### src/sv/cfwt_pkg.sv
// shared types and constants of the ring-buffer fifo with traverse
// no dependencies
`default_nettype none

package cfwt_pkg;

  localparam int unsigned DefaultDepth = 16;
  localparam int unsigned DataWidth    = 32;

  typedef enum logic [1:0] {
    FuncEnq  = 2'd0,
    FuncDeq  = 2'd1,
    FuncTrav = 2'd2,
    FuncClr  = 2'd3
  } func_e;

  typedef enum logic [1:0] {
    StatusOk    = 2'd0,
    StatusFull  = 2'd1,
    StatusEmpty = 2'd2
  } status_e;

  typedef struct packed {
    func_e                func;
    logic [DataWidth-1:0] data_in;
  } req_t;

  typedef struct packed {
    status_e              status;
    logic [DataWidth-1:0] data_out;
    logic                 last;
    logic                 is_empty;
    logic                 is_full;
  } res_t;

endpackage

`default_nettype wire

### src/sv/cfwt_ram.sv
// simple dual-port word store, one write and one registered read per cycle
// no dependencies
`default_nettype none

module cfwt_ram #(
  parameter int unsigned Depth = 16,
  parameter int unsigned Width = 32
) (
  input  wire logic                     clk_i,
  input  wire logic                     we_i,
  input  wire logic [$clog2(Depth)-1:0] waddr_i,
  input  wire logic [Width-1:0]         wdata_i,
  input  wire logic                     re_i,
  input  wire logic [$clog2(Depth)-1:0] raddr_i,
  output logic      [Width-1:0]         rdata_o
);

  logic [Width-1:0] mem_q [Depth];
  logic [Width-1:0] rdata_q;

  always_ff @(posedge clk_i) begin
    if (we_i) begin
      mem_q[waddr_i] <= wdata_i;
    end
  end

  always_ff @(posedge clk_i) begin
    if (re_i) begin
      rdata_q <= mem_q[raddr_i];
    end
  end

  assign rdata_o = rdata_q;

endmodule

`default_nettype wire

### src/sv/circular_fifo_with_traverse.sv
// ring-buffer fifo with traverse: pointer/count control around cfwt_ram
// depends on cfwt_pkg and cfwt_ram
// every result is registered: it appears in the cycle after its item is accepted or its read issues
// enqueue, dequeue and clear: one item per cycle, busy stays low
// traverse of N words: one read per cycle, N results back to back, busy high while the reads after the first issue
// reset clears head and count at once and sets tail to the last index; stored words are not cleared
`default_nettype none

module circular_fifo_with_traverse
  import cfwt_pkg::*;
#(
  parameter int unsigned DEPTH = DefaultDepth
) (
  input  wire logic clk_i,
  input  wire logic rst_ni,
  input  wire logic start,
  output logic      busy,
  input  wire req_t req_i,
  output logic      res_valid_o,
  output res_t      res_o
);

  localparam int unsigned AW = $clog2(DEPTH);
  localparam int unsigned CW = $clog2(DEPTH + 1);
  localparam logic [AW-1:0] LastIdx = AW'(DEPTH - 1);
  localparam logic [CW-1:0] FullCnt = CW'(DEPTH);
  localparam logic [CW-1:0] OneCnt  = CW'(1);

  function automatic logic [AW-1:0] nxt(input logic [AW-1:0] idx);
    return (idx == LastIdx) ? '0 : idx + 1'b1;
  endfunction

  logic [AW-1:0] head_q, head_d, tail_q, tail_d, trav_idx_q, trav_idx_d;
  logic [CW-1:0] count_q, count_d, trav_left_q, trav_left_d;
  logic          trav_active_q, trav_active_d;
  logic          res_valid_q, res_valid_d;
  status_e       res_status_q, res_status_d;
  logic          res_last_q, res_last_d;
  logic          res_empty_q, res_empty_d;
  logic          res_full_q, res_full_d;
  logic          res_mem_q, res_mem_d;

  logic                 accept, is_full, is_empty;
  logic                 mem_we, mem_re;
  logic [AW-1:0]        mem_raddr;
  logic [DataWidth-1:0] mem_rdata;

  assign accept   = start && !busy;
  assign is_full  = (count_q == FullCnt);
  assign is_empty = (count_q == '0);

  always_comb begin
    head_d        = head_q;
    tail_d        = tail_q;
    count_d       = count_q;
    trav_idx_d    = trav_idx_q;
    trav_left_d   = trav_left_q;
    trav_active_d = trav_active_q;
    res_valid_d   = 1'b0;
    res_status_d  = StatusOk;
    res_last_d    = 1'b1;
    res_empty_d   = is_empty;
    res_full_d    = is_full;
    res_mem_d     = 1'b0;
    mem_we        = 1'b0;
    mem_re        = 1'b0;
    mem_raddr     = head_q;

    if (trav_active_q) begin
      mem_re      = 1'b1;
      mem_raddr   = trav_idx_q;
      res_valid_d = 1'b1;
      res_mem_d   = 1'b1;
      res_last_d  = (trav_left_q == OneCnt);
      trav_idx_d  = nxt(trav_idx_q);
      trav_left_d = trav_left_q - 1'b1;
      if (trav_left_q == OneCnt) begin
        trav_active_d = 1'b0;
      end
    end else if (accept) begin
      res_valid_d = 1'b1;
      unique case (req_i.func)
        FuncEnq: begin
          if (!is_full) begin
            mem_we      = 1'b1;
            tail_d      = nxt(tail_q);
            count_d     = count_q + 1'b1;
            res_empty_d = 1'b0;
            res_full_d  = ((count_q + 1'b1) == FullCnt);
          end else begin
            res_status_d = StatusFull;
          end
        end
        FuncDeq: begin
          if (!is_empty) begin
            mem_re      = 1'b1;
            head_d      = nxt(head_q);
            count_d     = count_q - 1'b1;
            res_mem_d   = 1'b1;
            res_empty_d = (count_q == OneCnt);
            res_full_d  = 1'b0;
          end else begin
            res_status_d = StatusEmpty;
          end
        end
        FuncTrav: begin
          if (!is_empty) begin
            mem_re        = 1'b1;
            res_mem_d     = 1'b1;
            res_last_d    = (count_q == OneCnt);
            trav_idx_d    = nxt(head_q);
            trav_left_d   = count_q - 1'b1;
            trav_active_d = (count_q != OneCnt);
          end else begin
            res_status_d = StatusEmpty;
          end
        end
        FuncClr: begin
          head_d      = '0;
          tail_d      = LastIdx;
          count_d     = '0;
          res_empty_d = 1'b1;
          res_full_d  = 1'b0;
        end
        default: begin
          res_status_d = StatusOk;
        end
      endcase
    end
  end

  always_ff @(posedge clk_i or negedge rst_ni) begin
    if (!rst_ni) begin
      head_q        <= '0;
      tail_q        <= LastIdx;
      count_q       <= '0;
      trav_idx_q    <= '0;
      trav_left_q   <= '0;
      trav_active_q <= 1'b0;
      res_valid_q   <= 1'b0;
      res_status_q  <= StatusOk;
      res_last_q    <= 1'b0;
      res_empty_q   <= 1'b1;
      res_full_q    <= 1'b0;
      res_mem_q     <= 1'b0;
    end else begin
      head_q        <= head_d;
      tail_q        <= tail_d;
      count_q       <= count_d;
      trav_idx_q    <= trav_idx_d;
      trav_left_q   <= trav_left_d;
      trav_active_q <= trav_active_d;
      res_valid_q   <= res_valid_d;
      res_status_q  <= res_status_d;
      res_last_q    <= res_last_d;
      res_empty_q   <= res_empty_d;
      res_full_q    <= res_full_d;
      res_mem_q     <= res_mem_d;
    end
  end

  cfwt_ram #(
    .Depth(DEPTH),
    .Width(DataWidth)
  ) u_ram (
    .clk_i  (clk_i),
    .we_i   (mem_we),
    .waddr_i(nxt(tail_q)),
    .wdata_i(req_i.data_in),
    .re_i   (mem_re),
    .raddr_i(mem_raddr),
    .rdata_o(mem_rdata)
  );

  assign busy           = trav_active_q;
  assign res_valid_o    = res_valid_q;
  assign res_o.status   = res_status_q;
  assign res_o.data_out = res_mem_q ? mem_rdata : '0;
  assign res_o.last     = res_last_q;
  assign res_o.is_empty = res_empty_q;
  assign res_o.is_full  = res_full_q;

endmodule

`default_nettype wire

### config.mk
export PLATFORM = sky130hd
export DESIGN_NAME = circular_fifo_with_traverse
export DESIGN_NICKNAME = d
export VERILOG_FILES = /design/src/sv/cfwt_pkg.sv /design/src/sv/cfwt_ram.sv /design/src/sv/circular_fifo_with_traverse.sv
export SDC_FILE = /design/constraint.sdc
export NUM_CORES = 1
export LEC_CHECK = 0
export BUFFER_PORTS_ARGS = -buffer_cell sky130_fd_sc_hd__buf_2
export CORE_MARGIN = 2
export CORE_UTILIZATION = 50
export CTS_BUF_LIST = sky130_fd_sc_hd__clkbuf_4
export DETAILED_ROUTE_END_ITERATION = 6
export GPL_ROUTABILITY_DRIVEN = 0
export HOLD_SLACK_MARGIN = 0.12
export PLACE_DENSITY = 0.65
export SKIP_CTS_REPAIR_TIMING = 1
export SLEW_MARGIN = 20
export SYNTH_ARGS = -nofsm -noshare
export SYNTH_HDL_FRONTEND = slang
export SYNTH_HIERARCHICAL = 1
export SYNTH_SLANG_ARGS = --single-unit
### constraint.sdc
create_clock -name clk_i -period 5.2 [get_ports clk_i]
set_clock_uncertainty 0.15 [all_clocks]
set_input_delay 1.04 -clock clk_i [delete_from_list [all_inputs] [get_ports clk_i]]
set_output_delay 1.04 -clock clk_i [all_outputs]
set_load 0.02 [all_outputs]
After elaboration in Yosys (flattened, before gate mapping)
Memories as Yosys holds them, arrays and structs flattened. A register that Yosys moved wholly into a read port is not among the register bits.
Cells that the tools add are included.
Widths: inputs -> output; s select.

word-level totals
  register bits after elaboration = 30
  memory bits (writable) = 512
  memories = 1

memories
  memory       words  width  rd ports  clocked after memory_dff  wr ports  line            text
  u_ram.mem_q  16     32     1         1                         1         cfwt_ram.sv:18  logic [Width-1:0] mem_q [Depth];

operators by class
  add/sub/neg operators = 6
  eq/ne operators = 14
  muxes and demuxes = 53
  bitwise logic cells = 1
  reduce and logical (&&, ||, !) cells = 14

operators by type and width
  kind                 count
  $mux 4               9
  $mux 32              1
  $mux 1               29
  $mux 5               5
  $pmux 4 s2           2
  $pmux 5 s3           1
  $add 4x1->4 const B  3
  $eq 4x4->1 const B   3
  $eq 5x1->1 const B   2
  $eq 5x5->1 const B   2
  $sub 5x1->5 const B  2
  $reduce_and 4->1     2
  $reduce_bool 2->1    4
  $mux 2               3
  $ne 2x2->1 const B   3
  $pmux 1 s3           2
  $add 5x1->5 const B  1
  $logic_not 5->1      1
  $ne 5x1->1 const B   1
  $reduce_and 5->1     1
  $eq 2x2->1 const B   2
  $pmux 2 s2           1
  $reduce_and 3->1     1
  $reduce_bool 3->1    1
  other kinds (6)      6

Logic depth before layout (Yosys ltp)
Gate-level depths: netlist of the first run.

  word-level depth = 7
  mapped depth = 8
  mapped depth without buffers = 7

Hierarchy
The synthesis of the first run kept the hierarchy.

by module, submodules not included
  module                       instances  cells each  area an instance (sq um)  seq. area each (sq um)
  cfwt_ram                     1          838         20,155.6                  16,335.7
  circular_fifo_with_traverse  1          263         2,324.7                   757.0

Worst setup path after synthesis of the first run
Ideal clock, no wire load.

  path type = input -> register
  start = input port req_i[32] in the netlist's numbering
  end = memory u_ram.mem_q[0][0] (enable)
  arrival time = 4.362 ns
  data required time = 4.589 ns
  slack = 0.227 ns
  stages = 6
  buffers on the path = 0
  cell sequence = inv_1 > ha_1 > nand3_1 > inv_1 > or3b_2 > nor3_1

on the way
  longest elaborated chain between the ends = 6

RTL lines
  item                          line                               text
  start: declaration            circular_fifo_with_traverse.sv:18  input wire req_t req_i,
  $logic_not 2->1               circular_fifo_with_traverse.sv:82  unique case (req_i.func)
  $mux 1                        circular_fifo_with_traverse.sv:82
  $mux 1                        circular_fifo_with_traverse.sv:80  end else if (accept) begin
  $mux 1                        circular_fifo_with_traverse.sv:69  if (trav_active_q) begin
  net mem_we                    circular_fifo_with_traverse.sv:44  logic mem_we, mem_re;
  $mux 1                        cfwt_ram.sv:22                     if (we_i) begin
  $mux 1 (not written as such)  cfwt_ram.sv:23                     mem_q[waddr_i] <= wdata_i;
  end: declaration              cfwt_ram.sv:18

The timed path passes the listed nets, and every way through them passes these cells.

Final worst setup path of the first run
  start = register count_q[0]
  end = memory u_ram.mem_q[2][21] (enable)

on the way
  longest elaborated chain between the ends = 7

RTL lines
  item                          line                                text
  start: declaration            circular_fifo_with_traverse.sv:34   logic [CW-1:0] count_q, count_d, trav_left_q, trav_left_d;
  start signal: assignment      circular_fifo_with_traverse.sv:149  count_q <= count_d;
  $eq 5x5->1                    circular_fifo_with_traverse.sv:49   assign is_full = (count_q == FullCnt);
  $mux 1                        circular_fifo_with_traverse.sv:84   if (!is_full) begin
  $mux 1                        circular_fifo_with_traverse.sv:82
  $mux 1                        circular_fifo_with_traverse.sv:80
  $mux 1                        circular_fifo_with_traverse.sv:69
  net mem_we                    circular_fifo_with_traverse.sv:44
  $mux 1                        cfwt_ram.sv:22
  $mux 1 (not written as such)  cfwt_ram.sv:23

The timed path passes the listed nets, and every way through them passes these cells.

==> summary.txt, run 1 <==
Status
  • Run status: finished, final reports clean

Min path
  • WHS Path Cells: 2
  • Hold path startpoint: start
  • HP Class: input port to register

Synth
  • Synth Net Count: 1,152
  • Warnings from Yosys: 6
  • Cell count after synthesis: 1,101
  • Flops & latches, synth: 574
  • Async S/R FF share, synth: 5.23%
  • Mean Syn Cell Area: 20.4 sq um
  • Main synth FF type: edfxtp_1
  • Yosys cell types: 66
  • Sequential share of the synthesized area: 76.0%
  • Netlist Area Pre-Place: 22,500 sq um
  • EDFF count, synth: 544

Global routing
  • Gr ovfl total: 0
  • Vias in the first global route: 12.0k
  • Antenna violations before repair: 3
  • GRT Util Overall: 21.0%
  • Pin count of the biggest net entering global routing: 75
  • Global-route wire length before repair: 72,500 um

Power
  • Lkg Pwr: 8.67 nW
  • Worst ir drop on vdd: 381 uV
  • Power Dens Cells: 558 nW/um^2

Critical path
  • Setup crit end kind: register
  • Worst reg2reg startpoint: count_q[0]
  • Crit Path Max Fanout: 14
  • Setup CP Type: register to register
  • Required @ worst endpoint: 5.56 ns
  • CP arrival: 3.87 ns
  • CP startpoint: count_q[0]
  • Crit path launch type: register
  • Worst reg2reg path depth: 8

Floorplanning
  • Horiz. Die Dim: 216 um
  • Die span in y: 216 um
  • # rows: 77
  • Core area: 44,300 sq um
  • Die ar.: 46,700 sq um
  • I/O pin total: 76
  • Initial core utilization: 50.7%

Detailed routing
  • Routed len/inst: 23.7 um
  • Total wire length: 47,300 um
  • Iter 0 DRT Violations: 1,221
  • Vias: 11.5k
  • Antenna viol nets, final: 0
  • TritonRoute pass-1 iters: 5
  • # DRC: 0
  • Via density: 5.79

Run
  • Max_cap viols: 0

Finish
  • Fill cell count: 3,337
  • Final #Nets: 1,349
  • Most frequent cells in the layout: 544 x edfxtp_1, 203 x clkbuf_4, 128 x mux4_2
  • Synthesis-to-layout area growth: 13.9%
  • Most common cell after layout, fill and taps aside: edfxtp_1
  • Share of post-route cells with drive strength above 1: 35.6%

Clocking
  • Inserted Clock Buffers: 145
  • H-tree depth: 4
  • Worst-path clk slew: 0.06 ns
  • Worst skew pair latency: 0.83 ns
  • CTS tree: built
  • Root buf cell: clkbuf_4
  • Bufs on Longest Clock Path: 3
  • TritonCTS Sinks: 574

STA
  • RSZ-0062 raised after global routing: false
  • Slew Limit Fails: 0
  • Setup TNS: 0 ns
  • Final WS setup: 1.69 ns
  • Minimum clock period: 3.51 ns
  • Fmax: 0.285 GHz
  • Least-Margin Pin Slew: 1.14 ns
  • Fin. Hold Viols: 0
  • Final Setup Violations: 0
  • Worst slew margin: 24.0%
  • Tcrit/Tclk final: 67.5%

Placement
  • DP Worst Slack: 1.02 ns
  • Port Buffers: 75
  • Detailed placer's ending HPWL: 27,000 um
[synth_stat cells (all sizes together) (2+ instances only)]
library cell | count | area, sq um
a311o | 2 | 20.0
inv | 12 | 45.0
nor3b | 3 | 22.5
nor2 | 25 | 96.4
ha | 14 | 175
nor3 | 16 | 85.1
edfxtp | 544 | 16300
or2 | 2 | 12.5
dfrtp | 25 | 626
mux2 | 5 | 56.3
buf | 35 | 200
o22ai | 3 | 18.8
nor2b | 5 | 31.3
clkbuf | 26 | 97.6
nand2b | 3 | 18.8
o41ai | 2 | 17.5
a21o | 2 | 15.0
a2bb2oi | 2 | 17.5
xor2 | 7 | 61.3
dfstp | 5 | 131
and4b | 2 | 20.0
mux2i | 7 | 70.1
nand3 | 6 | 35.0
or3b | 2 | 17.5
a31oi | 4 | 25.0
a22oi | 67 | 503
nand3b | 2 | 15.0
o21ai | 15 | 75.1
xnor2 | 2 | 17.5
and2 | 34 | 213
nor4 | 4 | 25.0
a21oi | 18 | 93.8
nand2 | 50 | 188
mux4 | 128 | 2880
nor4b | 2 | 32.5
[logic make-up after synthesis]
| kind of cell | synth area share [%] |
|---|---|
| flip-flops | 76.0 |
| AND/OR/NAND/NOR | 3.88 |
| multiplexers | 13.4 |
| AO/OA/AOI/OAI | 4.03 |
| buffers and inverters | 1.54 |
| adder cells (fa/ha/maj) | 0.779 |
| XOR/XNOR | 0.351 |
[metal layers]
metal  vias up  share of wire (%)  routed length, um  track usage, %
met5         -              0.023                 11               0
met4         2                1.9                911            7.03
met3        82                6.0               2830            4.47
met2       391                 49              23400            34.0
met1      6025                 43              20200            28.7
li1       5043                  -                  -               -
[path summary, 6_finish.rpt]
| path | end | slack (ns) |
|---|---|---|
| setup / recovery | u_ram/mem_q[2][21] | 1.69 |
| hold / removal | res_valid_o | 0.37 |
| setup reg to reg | u_ram/mem_q[2][21] | 1.69 |
| hold reg to reg | tail_q[1] | 0.39 |
| max in group asynchronous | head_q[0] | 3.77 |
| min in group asynchronous | count_q[0] | 0.65 |
[cell type report]
type                            count  area (sq um)  area share, %
Clock buffer                      203          1520           5.95
Antenna cell                        1          2.50        0.00977
Sequential cell                   574         17100           66.7
Clock inverter                     46           265           1.04
Tap cell                          592           741           2.89
Multi-Input combinational cell    453          5200           20.3
Timing Repair Buffer              111           736           2.87
Inverter                           13          48.8          0.191
[sequential cells by signal, indices dropped and copies added (netlist names)]
signal and count:
trav_idx_q 4, res_last_q 1, tail_q 4, u_ram/rdata_o 32, head_q 4, count_q 5, res_valid_o 1, trav_left_q 5
busy 1, res_full_q 1, res_mem_q 1, u_ram/mem_q 512, res_status_q 2, res_empty_q 1
[critical path, cell delays in order (launching register included)]
cell and delay [ns]:
dfrtp_1 0.56, inv_1 0.12, ha_1 0.28, nand4bb_1 0.21, nand3_1 0.17, inv_1 0.25, or3b_2 0.59, nor2_4 0.53
buf_4 0.32
[metrics by stage]
| stage | util [%] | power (mW) | area (sq um) | hold WS, ns | std cells |
|---|---|---|---|---|---|
| 2_1_floorplan | - | 9.34 | 22500 | 0.346 | 1101 |
| 3_3_place_gp | 53.7 | 10.8 | 23800 | 0.371 | 1742 |
| 3_5_place_dp | 53.7 | 10.8 | 23800 | 0.372 | 1742 |
| 4_1_cts | 57.8 | 14.5 | 25600 | 0.0557 | 1991 |
| 5_1_grt | 57.8 | 15.1 | 25600 | 0.340 | 1993 |
| 6_report | 57.8 | 14.3 | 25600 | 0.374 | 1993 |
[report_power, final]
part	internal (mW)	switching, mW
Sequential	5.54	0.237
Combinational	2.15	2.71
Clock	1.95	1.71
Total	9.64	4.65
No activity file was read; power rests on OpenSTA's default activity.
==> inputs of run 2 (changes only) <==
Settings changed: ABC_AREA set to 1, PLACE_DENSITY 0.65 to 0.68.
Clock period 5.2 ns to 2.9 ns, I/O delays scaled along.
==> summary.txt, run 2 <==
Synth
  • Netlist Area Pre-Place: 25,400 sq um
  • Cell count after synthesis: 2,468
  • Synth top area share: 64.4%
  • Flops & latches, synth: 574
  • Synth Net Count: 2,519
  • Main synth FF type: edfxtp_1
  • Post-synthesis mux area share: 0%
  • Yosys cell types: 34
  • Synth Area in Simple Gates: 21.0%
  • Warnings from Yosys: 6
  • Area share of fa/ha/maj cells after synthesis: 0.691%
  • Sequential share of the synthesized area: 67.4%
  • Mean Syn Cell Area: 10.3 sq um
  • Area leader, netlist: edfxtp_1
  • Largest family of logic cells by synthesized area: simple AND/OR/NAND/NOR gates
  • Post-Synth XOR/XNOR Area: 0.138%
  • Cell with the most instances after synthesis: nand2_1
  • EDFF count, synth: 544
  • Top cells by area, synth: edfxtp_1 64%, nand2_1 12%, nand3_1 8.2%
  • Commonest cells in the netlist: 799 x nand2_1, 544 x edfxtp_1, 454 x inv_1, 414 x nand3_1, 44 x buf_2
  • Compound-gate portion of the synthesized area: 0.844%
  • Async S/R FF share, synth: 5.23%

Finish
  • Register Area: 17,100 sq um
  • Register with the most flip-flops: u_ram/mem_q
  • Largest register FFs: 512
  • Most common cell after layout, fill and taps aside: nand2_1
  • Synthesis-to-layout area growth: 15.2%
  • Area of the multi-input gates: 5920 sq um
  • Most frequent cells in the layout: 798 x nand2_1, 544 x edfxtp_1, 452 x inv_1
  • Post-route cell area: 29,200 sq um
  • Fill cell count: 4,199
  • Fin util: 58.4%
  • Layout Cells excl Fill: 3,448
  • Share of post-route cells with drive strength above 1: 14.8%
  • Final #Nets: 2,733

Power
  • Power consumption: 27.6 mW
  • Power Dens Cells: 943 nW/um^2
  • Lkg Pwr: 12.9 nW
  • Worst ir drop on vdd: 965 uV

STA
  • Minimum clock period: 2.77 ns
  • Tcrit/Tclk final: 95.5%
  • Fmax: 0.361 GHz
  • Final Setup Violations: 0
  • RSZ-0062 raised after global routing: false
  • Slew Limit Fails: 0
  • Hold slack final: 0.291 ns
  • Worst slew margin: 51.1%
  • Fin. Hold Viols: 0
  • Least-Margin Pin Slew: 0.734 ns

Clocking
  • TritonCTS Sinks: 574
  • Worst skew pair latency: 1.00 ns
  • Bufs on Longest Clock Path: 3
  • Inserted Clock Buffers: 149
  • Worst-path clk slew: 0.06 ns
  • H-tree depth: 4
  • Root buf cell: clkbuf_4
  • CTS tree: built

Critical path
  • Crit Path Max Fanout: 12
  • Cell Chain, Critical Path: buf_12, nand2_1, inv_1, buf_2
  • R2R Setup Slk: 0.22 ns
  • Setup CP Type: register to primary output
  • CP arrival: 2.04 ns
  • Crit path launch type: register
  • Required @ worst endpoint: 2.17 ns
  • Setup crit end kind: primary output
  • Max stage delay on crit path: 0.50 ns
  • Critical Path Slowest Stage Cell: dfrtp_4

Global routing
  • GR Layer Usage met1: 31.9%
  • Vias in the first global route: 17.6k
  • Gr ovfl total: 0
  • Global-route met2 utilization: 40.4%
  • Grt met3 use: 5.03%
  • Pin count of the biggest net entering global routing: 129
  • Antenna violations before repair: 2
  • GRT Util Overall: 24.6%
  • Global-route wire length before repair: 98,300 um
  • GRT busiest layer: met2

Placement
  • Placed instance count: 3,162
  • Placed cell areas: 26,900 sq um
  • Port Buffers: 75
  • Detailed placer's ending HPWL: 36,700 um

Floorplanning
  • Die ar.: 52,500 sq um
  • Horiz. Die Dim: 229 um
  • Initial core utilization: 50.6%
  • I/O pin total: 76
  • Core area: 50,100 sq um
  • # rows: 82
  • Die span in y: 229 um

Detailed routing
  • Antenna viol nets, final: 0
  • Iter 0 DRT Violations: 1,688
  • Via density: 5.19
  • Vias: 17.9k
  • Routed len/inst: 18.4 um
  • Total wire length: 63,500 um
  • # DRC: 0
  • TritonRoute pass-1 iters: 7

Run
  • Max_cap viols: 0

Min path
  • HP Class: input port to register

Status
  • Run status: finished, final reports clean
run 2: cell types whose count changed after synthesis, moves of 8 or more:
| cell | previous run | this run |
|---|---|---|
| nor3_1 | 15 | 1 |
| clkbuf_1 | 26 | 18 |
| nand3_1 | 5 | 414 |
| buf_2 | 10 | 44 |
| a22oi_1 | 67 | 0 |
| a21oi_1 | 17 | 5 |
| inv_1 | 12 | 454 |
| and2_1 | 34 | 0 |
| buf_6 | 1 | 32 |
| mux4_2 | 128 | 0 |
| o21ai_0 | 10 | 26 |
| nand2_1 | 50 | 799 |
run 2: power by group:
group          switching (mW)  internal (mW)  total (mW)
logic                    7.14           3.10        10.2
registers               0.391           9.93        10.3
clock network            3.24           3.75        6.99
run 2: through the flow:
stage | setup TNS [ns] | setup slack (ns)
floorplan | -162.81 | -0.366
global placement | 0 | 0.328
detailed placement | 0 | 0.329
CTS | -3.59 | -0.206
global route | 0 | 0.0431
finish | 0 | 0.132
run 2: final timing paths:
kind                            startpoint                 to  cells past startpoint
worst max-delay path             res_mem_q           res_o[8]                      4
worst min-delay path                 start        res_valid_o                      4
worst max register to register        busy  u_ram/rdata_o[30]                      9
worst min register to register   tail_q[3]          tail_q[3]                      2
max in group asynchronous           rst_ni      trav_idx_q[3]                      4
min in group asynchronous           rst_ni        res_empty_q                      3
run 2: cell type report:
| type | count | area share, % |
|---|---|---|
| clock buffers | 202 | 5.19 |
| well taps | 672 | 2.88 |
| multi-input cells | 1318 | 20.3 |
| flip-flops and latches | 574 | 58.5 |
| diodes | 5 | 0.0428 |
| clock inverters | 38 | 1.18 |
| inverters | 458 | 5.91 |
| repair buffers | 181 | 6.01 |
run 2: cells by family after synthesis:
logic type      count (synthesis)
compound gates                 38
buf+inv                       576
simple gates                 1262
xor+xnor                        4
fa+ha+maj                      14
flops                         574
run 2: worst max-delay path, delay by kind of cell (launching register included):
family                 cells  cell delay [ns]
DFF                        1             0.50
and+or+nand+nor            1             0.15
buffers and inverters      3             0.39
run 2: layer usage:
metal	wire [um]	part of all wire, %	vias up
li1	-	-	8452
met1	25700	41	8527
met2	30800	49	784
met3	4890	7.7	144
met4	2020	3.2	2
met5	18	0.028	-
==> inputs of run 3 (changes only) <==
Settings changed: PLACE_DENSITY 0.68 to 0.65.
Clock period 2.9 ns to 2.81 ns, I/O delays scaled along.
==> summary.txt, run 3 (synthesis gave the netlist of run 2 again) <==
Placement
  • Detailed placer's ending HPWL: 34,600 um
  • DP Worst Slack: 0.119 ns
  • Port Buffers: 75
  • Placed instance count: 3,160

STA
  • Final WS setup: 0.0980 ns
  • Worst slew margin: 55.6%
  • RSZ-0062 raised after global routing: false
  • Final Setup Violations: 0
  • Fmax: 0.369 GHz
  • Slew Limit Fails: 0
  • Fin. Hold Viols: 0
  • Hold slack final: 0.344 ns
  • Tcrit/Tclk final: 96.5%
  • Least-Margin Pin Slew: 0.666 ns
  • Minimum clock period: 2.71 ns

Detailed routing
  • Via density: 5.14
  • TritonRoute pass-1 iters: 5
  • Metal3 WL: 4380 um
  • Met2 routed WL: 28,600 um
  • Max Used Layer: met4
  • Metal-1 WL: 26,300 um
  • Routed len/inst: 17.6 um
  • Total wire length: 60,800 um
  • Antenna viol nets, final: 0
  • Iter 0 DRT Violations: 1,606
  • Vias: 17.7k
  • # DRC: 0

Critical path
  • Setup CP Type: register to register
  • Setup crit end kind: register
  • Worst reg2reg startpoint: count_q[0]
  • Crit path launch type: register
  • Crit Path Max Fanout: 18
  • Worst reg2reg path depth: 9
  • R2r endpoint: u_ram/mem_q[2][7]
  • R2R Setup Slk: 0.1 ns
  • CP arrival: 3.18 ns
  • Required @ worst endpoint: 3.28 ns

Clocking
  • TritonCTS Sinks: 574
  • Root buf cell: clkbuf_4
  • H-tree depth: 4
  • Bufs on Longest Clock Path: 3
  • Worst-path clk slew: 0.06 ns
  • Worst skew pair latency: 0.95 ns
  • CTS tree: built
  • Inserted Clock Buffers: 146

Power
  • Clock network power share: 24.0%
  • Worst ir drop on vdd: 791 uV
  • Power Dens Cells: 959 nW/um^2
  • Switch share: 39.4%
  • Power share of the combinational group: 37.8%
  • Power consumption: 27.8 mW
  • Sequential share of power: 38.1%
  • Switch Pwr: 10.9 mW
  • Int Pwr: 16.8 mW
  • Lkg Pwr: 12.8 nW

Global routing
  • GRT Util Overall: 23.7%
  • Antenna violations before repair: 2
  • Global-route wire length before repair: 95,000 um
  • Pin count of the biggest net entering global routing: 119
  • Gr ovfl total: 0
  • Vias in the first global route: 17.5k

Finish
  • Most frequent cells in the layout: 798 x nand2_1, 544 x edfxtp_1, 452 x inv_1
  • Final #Nets: 2,726
  • Largest register FFs: 512
  • Fin util: 57.8%
  • Register with the most flip-flops: u_ram/mem_q
  • Layout Cells excl Fill: 3,450
  • Most common cell after layout, fill and taps aside: nand2_1
  • Share of post-route cells with drive strength above 1: 14.2%
  • Synthesis-to-layout area growth: 14.2%

Status
  • Run status: finished, final reports clean

Floorplanning
  • I/O pin total: 76
  • Die ar.: 52,500 sq um
  • Core area: 50,100 sq um
  • Initial core utilization: 50.6%
  • # rows: 82
  • Horiz. Die Dim: 229 um
  • Die span in y: 229 um

Min path
  • Hold path startpoint: start
  • Worst Hold Path EP: res_valid_o
  • WHS Path Cells: 4
  • HP Class: input port to register

Run
  • Max_cap viols: 0
## run 3: cell count changes in the layout (fill, tap and decap cells not counted), sizes merged
cell         delta
clkinv         +18
clkbuf          -7
bufinv          -4
buf             -3
diode           -3
inv             +3
clkinvlp        -1
dlygate4sd3     -1
## run 3: power groups by stage
stage               Combinational (mW)  Sequential [mW]  Clock, mW
floorplan                         7.69             10.6          0
global placement                  10.3             10.8          0
detailed placement                10.4             10.8          0
CTS                               10.5             10.6       6.89
global route                      11.7             10.7       7.28
finish                            10.5             10.6       6.67
## run 3: routing by layer
layer,vias to the layer above,track usage (%)
met5,-,0
met4,0,10.2
met3,119,5.09
met2,681,37.4
met1,8492,31.8
li1,8451,-
## run 3: area by class of cell
class | instances | area (sq um)
fill | 4263 | 21100
sequential | 574 | 17100
multi-input combinational | 1318 | 5920
inverter | 458 | 1730
timing repair buffer | 177 | 1640
clock buffer | 195 | 1460
tap | 672 | 841
clock inverter | 54 | 270
antenna | 2 | 5.00
## run 3: worst max path at each step
stage | startpoint | end | cells after the start
final | count_q[0] | u_ram/mem_q[2][7] | 9
after global routing | count_q[0] | u_ram/mem_q[3][27] | 9
after CTS | res_mem_q | res_o[25] | 4
after detailed placement | req_i[32] | u_ram/mem_q[2][14] | 9
after global placement | req_i[32] | u_ram/mem_q[2][20] | 9
after floorplan | count_q[0] | u_ram/mem_q[12][0] | 7
## run 3: worst max-delay path: stages (launching register included)
cell,delay (ns)
dfrtp_1,0.49
inv_1,0.14
ha_1,0.27
nand2_1,0.08
inv_1,0.06
a21oi_1,0.30
buf_4,0.20
nand2_1,0.22
nor2_4,0.25
buf_12,0.22
## run 3: stage by stage
step	setup TNS, ns	cell area [sq um]
floorplan	-203.13	25400
global placement	0	26800
detailed placement	0	26800
CTS	0	28600
global route	0	29000
finish	0	29000
